File: config.mk
export PLATFORM = sky130hd
export DESIGN_NAME = pcpd_addr
export DESIGN_NICKNAME = d
export VERILOG_FILES = /design/src/sv/pcpd_pkg.sv /design/src/sv/pcpd_addr.sv
export SDC_FILE = /design/constraint.sdc
export NUM_CORES = 1
export LEC_CHECK = 0
export BUFFER_PORTS_ARGS = -buffer_cell sky130_fd_sc_hd__buf_2
export CORE_MARGIN = 2
export CORE_UTILIZATION = 50
export DETAILED_ROUTE_END_ITERATION = 8
export GPL_TIMING_DRIVEN = 0
export PLACE_DENSITY = 0.84
export SYNTH_ARGS = -nofsm -noshare
export SYNTH_HDL_FRONTEND = slang
export SYNTH_SLANG_ARGS = --single-unit
export TNS_END_PERCENT = 20
File: constraint.sdc
create_clock -name i_clk -period 7.6 [get_ports i_clk]
set_input_delay 0.76 -clock i_clk [delete_from_list [all_inputs] [get_ports i_clk]]
set_output_delay 0.76 -clock i_clk [all_outputs]
set_load 0.01 [all_outputs]
File: src/sv/pcpd_pkg.sv
// Shared types and constants for the patch column post decoder.
`timescale 1ns / 1ps
`default_nettype none

package pcpd_pkg;

    localparam int TEX_SIZE_W   = 11;
    localparam int ORIGIN_W     = 16;
    localparam int COL_W        = 10;
    localparam int BYTE_W       = 8;
    localparam int RGB_W        = 24;
    localparam int ADDR_W       = 20;
    localparam int COLOR_W      = 32;
    localparam int COORD_W      = 17;
    localparam int CFG_IDX_W    = 2;
    localparam int CFG_DATA_W   = 16;

    localparam int DEF_MAX_TEX_SIDE    = 1024;
    localparam int DEF_PALETTE_ENTRIES = 256;

    localparam logic [BYTE_W-1:0]     COL_END      = 8'hFF;
    localparam logic [7:0]            ALPHA_OPAQUE = 8'hFF;
    localparam logic [TEX_SIZE_W-1:0] TEX_SIDE_RST = 11'd64;
    localparam logic [ORIGIN_W-1:0]   ORIGIN_RST   = 16'd0;

    localparam logic REQ_PALETTE = 1'b0;
    localparam logic REQ_COLUMN  = 1'b1;

    localparam logic [CFG_IDX_W-1:0] CFG_TEX_WIDTH  = 2'd0;
    localparam logic [CFG_IDX_W-1:0] CFG_TEX_HEIGHT = 2'd1;
    localparam logic [CFG_IDX_W-1:0] CFG_X_ORIGIN   = 2'd2;
    localparam logic [CFG_IDX_W-1:0] CFG_Y_ORIGIN   = 2'd3;

    typedef struct packed {
        logic              req_type;
        logic [7:0]        palette_slot;
        logic [RGB_W-1:0]  palette_rgb;
        logic [COL_W-1:0]  column_index;
        logic              column_start;
        logic [BYTE_W-1:0] data_byte;
    } t_in_item;

    typedef struct packed {
        logic               pixel_write;
        logic [ADDR_W-1:0]  pixel_address;
        logic [COLOR_W-1:0] pixel_color;
        logic               column_done;
    } t_out_item;

    // Control flags of the stage between parser and address unit.
    typedef struct packed {
        logic valid;
        logic pixel;
        logic done;
    } t_s1_ctrl;

endpackage

`default_nettype wire

File: src/sv/pcpd_addr.sv
// Address multiply and result register.
`timescale 1ns / 1ps
`default_nettype none

module pcpd_addr
    import pcpd_pkg::*;
#(
    parameter int SIDE_W = $clog2(DEF_MAX_TEX_SIDE + 1)
) (
    input  wire logic              i_clk,
    input  wire logic              i_rst_n,
    input  wire logic              i_load,
    input  wire t_s1_ctrl          i_ctrl,
    input  wire logic [SIDE_W-1:0] i_tx,
    input  wire logic [SIDE_W-1:0] i_ty,
    input  wire logic [SIDE_W-1:0] i_tex_w,
    input  wire logic [RGB_W-1:0]  i_rgb,
    output logic                   o_valid,
    output t_out_item              o_item
);

    localparam int PW = 2 * SIDE_W + 1;

    logic [PW-1:0] mac;
    logic          r_valid;
    t_out_item     r_item, n_item;

    assign mac = PW'(i_ty) * PW'(i_tex_w) + PW'(i_tx);

    always_comb begin
        n_item = '0;
        n_item.column_done = i_ctrl.done;
        if (i_ctrl.pixel) begin
            n_item.pixel_write   = 1'b1;
            n_item.pixel_address = ADDR_W'(mac);
            n_item.pixel_color   = {ALPHA_OPAQUE, i_rgb};
        end
    end

    always_ff @(posedge i_clk) begin
        if (!i_rst_n) begin
            r_valid <= 1'b0;
        end else if (i_load) begin
            r_valid <= i_ctrl.valid;
        end
        if (i_load) begin
            r_item <= n_item;
        end
    end

    assign o_valid = r_valid;
    assign o_item  = r_item;

endmodule

`default_nettype wire

## Word level (Yosys, flattened, before mapping)

Index checks and enable logic that the tools add are counted.

| storage, ports and cells | value |
|---|---|
| input bits | 63 |
| register bits after elaboration | 55 |

| cells by class | value |
|---|---|
| $add $sub $neg | 1 |
| multipliers | 1 |
| muxes and demuxes | 1 |

Operator list:

| cell | count |
|---|---|
| $mux 53 | 1 |
| $add 20x11->20 | 1 |
| $mul 11x11->20 | 1 |

## Depth between registers and ports, before layout

| logic depth | value |
|---|---|
| depth after elaboration | 3 |
| mapped depth | 19 |
| depth with buffers taken out | 18 |

## Worst setup path after synthesis

No wires, ideal clock.

| path | value |
|---|---|
| kind | input to register |
| start | input port i_tex_w[2] |
| end | register r_item (netlist bit o_item[51]), data pin |
| buffers on the path | 1 |
| required time | 7.338 ns |
| setup time | 0.262 ns |
| setup slack | 2.137 ns |
| arrival | 5.201 ns |
| cell stages on the path | 17 |
| cell sequence | clkbuf_1 -> nand2_1 -> fa_1 -> fa_1 -> fa_1 -> inv_1 -> fa_1 -> inv_1 -> fa_1 -> inv_1 -> ha_1 -> and3_4 -> and3_4 -> a2111oi_2 -> o21bai_2 -> a211oi_2 -> mux2i_1 |

| on the way | value |
|---|---|
| longest elaborated chain between the ends | 2 |

RTL lines:

| element | RTL line | text |
|---|---|---|
| start, declared | pcpd_addr.sv:16 | `input wire logic [SIDE_W-1:0] i_tex_w,` |
| $mul 11x11->20 | pcpd_addr.sv:28 | `assign mac = PW'(i_ty) * PW'(i_tex_w) + PW'(i_tx);` |
| $add 20x11->20 | pcpd_addr.sv:28 |  |
| end signal, assigned | pcpd_addr.sv:47 | `r_item <= n_item;` |
| end, declared | pcpd_addr.sv:26 | `t_out_item r_item, n_item;` |

No other way between the ends.
A chain may end at the register's enable or synchronous reset.

## Final worst setup path

Same ends and word-level chain as after synthesis.

==> summary.md <==
| Metric | Value |
|---|---|
| Switching power | 963 uW |
| Post-CTS Hold Buffers | 0 |
| Leakage | 3.50 nW |
| RSZ-0062 raised after global routing | false |
| Antenna cells | 0 |
| H-Tree Depth | 2 |
| Yosys warns | 0 |
| PortBufs | 115 |
| Fin nets | roughly 940 |
| Rows | 39 |
| Pwr dens | 317 mW/mm^2 |
| Mapped Area | approximately 0.0059 sq mm |
| DIE WIDTH | 113 um |
| Outcome | finished with violations |
| Largest cells by area after synthesis | fa_1 30%, edfxtp_1 23%, ha_1 11% |
| Post-synth ARST share | 0 |
| Number of global-route vias before repair | 4597 |
| FF+latch count, synth | 47 |
| Yosys top cell area share | 0.304 |
| P_int | 1.19 mW |
| Max VDD drop | 0.000191 V |
| Clk_skew | 0 ns |
| Startpoint Class | input pin |
| Core area | ~0.012 sq mm |
| Root Driver | clkbuf_16 |
| Area Overhead vs Synth | 14.9% |
| Post-synth top area cell | fa_1 |
| Worst endpoint data arrival time | 5.83 ns |
| Rel. slew slack | 0.358 |
| Pin count of the biggest net entering global routing | between 40 and 50 |
| Req. time, crit path | 7.73 ns |
| Final HPWL from detailed placement | 10.3 mm |
| Gr usage total | 0.202 |
| Worst-skew pair later-pin latency | 0.28 ns |
| Most numerous cell in the Yosys netlist | inv_1 |
| Minimum clock period | ~5.7 ns |
| Reg power frac | 0.185 |
| Ys flop type | edfxtp_1 |
| Hold Crit Class | reg -> reg |
| DRT Pass-1 Iters | 6 |
| Die area | 0.0127 sq mm |
| Initial DRC Count | slightly below 200 |
| Drt via density | 4.93 |
| Congestion Overflow GR | 0 |
| Max cap viols | 0 |
| Clock Path Buffers | 2 |
| Clock power share | 0.091 |
| Worst-margin pin slew | about 0.96 ns |
| Kind of critical path | in -> reg |
| Initial antenna violation count | 0 |
| Net count after synthesis | 817 |
| Most frequent cells after synthesis | 141 x inv_1, 90 x fa_1, 90 x nand2_1 |
| Final hold vios | 0 |
| Clk sinks | 47 |
| Routed len/inst | around 14 um |
| Vias | roughly 4.3k |
| Post-CTS setup buffers | 0 |
| DRC Markers | 20 |
| Unique masters post-synth | 37 |
| First-pass GRT wire length | 20.8 mm |
| DP Area | 0.00668 sq mm |
| Fraction of layout cells with a size suffix above 1 | 0.181 |
| Die Ht | 113 um |
| Initial Util | 0.515 |
| Number of enable flip-flop cells after synthesis | 46 |
| CP Max Fanout | 10 |
| Worst Setup End Kind | flip-flop |
| Net Sw Frac | 0.447 |
| Routability cong. | between 0.8 and 0.9 |
| Post-route design area | 0.00681 sq mm |
| Setup TNS | 0 ns |
| Utilization after layout | 0.591 |
| Final setup violating endpoints | 0 |
| Final ANT Viol Nets | 0 |
| Max Fclk | 0.176 GHz |
| Fin crit share | 0.749 |
| Max-slew violation count | 0 |
| IO Pins | 118 |
| Comb power frac | 0.724 |
| TritonCTS Buffers | 5 |
| Clk slew on worst S/H paths | 0.05 ns |
| Sequential-to-total area share from yosys stat | 0.236 |
| Post-CTS sizing | 0 |
| Routed WL | around 12 mm |
| Syn Area/Cell | 9.67 sq um |
| Failing checks | DRC |
| Cells after synthesis | 613 |
| CTS tree | built |
[path summary, 6_finish.rpt]
path,start,end,slack (ns),depth (start not counted)
worst max-delay path,i_tex_w[2],o_item[51],1.91,18
worst min-delay path,o_valid,o_valid,0.52,2
worst max register to register,o_valid,o_valid,7.01,2
worst min register to register,o_valid,o_valid,0.52,2
[cells by family (layout without fill, tap and decap cells)]
group	after synthesis	in the layout	share of synthesized area
buffers and inverters	176	297	0.117
AND/OR/NAND/NOR	196	196	0.168
flip-flops	47	47	0.236
XOR/XNOR	10	10	0.0148
AO/OA/AOI/OAI	36	36	0.0407
multiplexers	7	7	0.0118
adder cells (fa/ha/maj)	141	141	0.412
[cells in the final DEF (no fill, tap or decap), types with 4 or more instances in the layout]
master / netlist / routed
a21oi_1: 11 / 11
nand2b_1: 5 / 5
inv_1: 141 / 141
nor2_1: 8 / 8
clkbuf_1: 26 / 27
clkbuf_16: 0 / 5
edfxtp_1: 46 / 46
mux2i_1: 7 / 7
xnor2_1: 7 / 7
fa_1: 90 / 90
nor2b_1: 4 / 4
nand2_1: 90 / 90
buf_2: 0 / 115
a21o_1: 4 / 4
buf_4: 8 / 8
o21ai_0: 6 / 6
and2_1: 76 / 76
ha_1: 51 / 51
[power groups by stage]
stage	clock network [mW]	registers [mW]	logic, mW
global placement	0	0.400	1.50
finish	0.196	0.398	1.56
floorplan	0	0.433	1.16
detailed placement	0	0.403	1.56
global route	0.209	0.403	1.79
CTS	0.200	0.399	1.57
[per-layer routing]
layer	GRT usage	wire length [um]	part of all wire
met3	0.0370	1040	0.086
met1	0.249	5010	0.41
met2	0.364	5880	0.48
met5	0	0	0
met4	0.0577	224	0.018
[critical path: stages]
cell	delay, ns
buf_2	0.08
clkbuf_1	0.41
nand2_1	0.16
fa_1	0.60
fa_1	0.47
fa_1	0.55
inv_1	0.05
fa_1	0.47
inv_1	0.05
fa_1	0.48
inv_1	0.04
ha_1	0.33
and3_4	0.20
and3_1	0.19
a2111oi_2	0.37
o21bai_2	0.14
a211oi_2	0.26
mux2i_1	0.21
[final cells by class]
type	count	area, sq um
fill	956	4710
multi-input combinational	390	3830
sequential	47	1400
timing repair buffer	115	576
inverter	141	529
tap	143	179
buffer	35	161
clock buffer	6	129
[registers in the layout, indices dropped and copies added, names as in the netlist]
name,flops
o_item,46
o_valid,1
[stage by stage]
stage | hold WS, ns | instances | total power, mW | worst slack (ns)
2_1_floorplan | 0.538 | 613 | 1.59 | 2.14
3_3_place_gp | 0.496 | 871 | 1.90 | 1.67
3_5_place_dp | 0.514 | 871 | 1.96 | 1.62
4_1_cts | 0.525 | 877 | 2.17 | 1.91
5_1_grt | 0.554 | 877 | 2.40 | 1.61
6_report | 0.519 | 877 | 2.16 | 1.91
No activity file was read; power rests on OpenSTA's default activity.
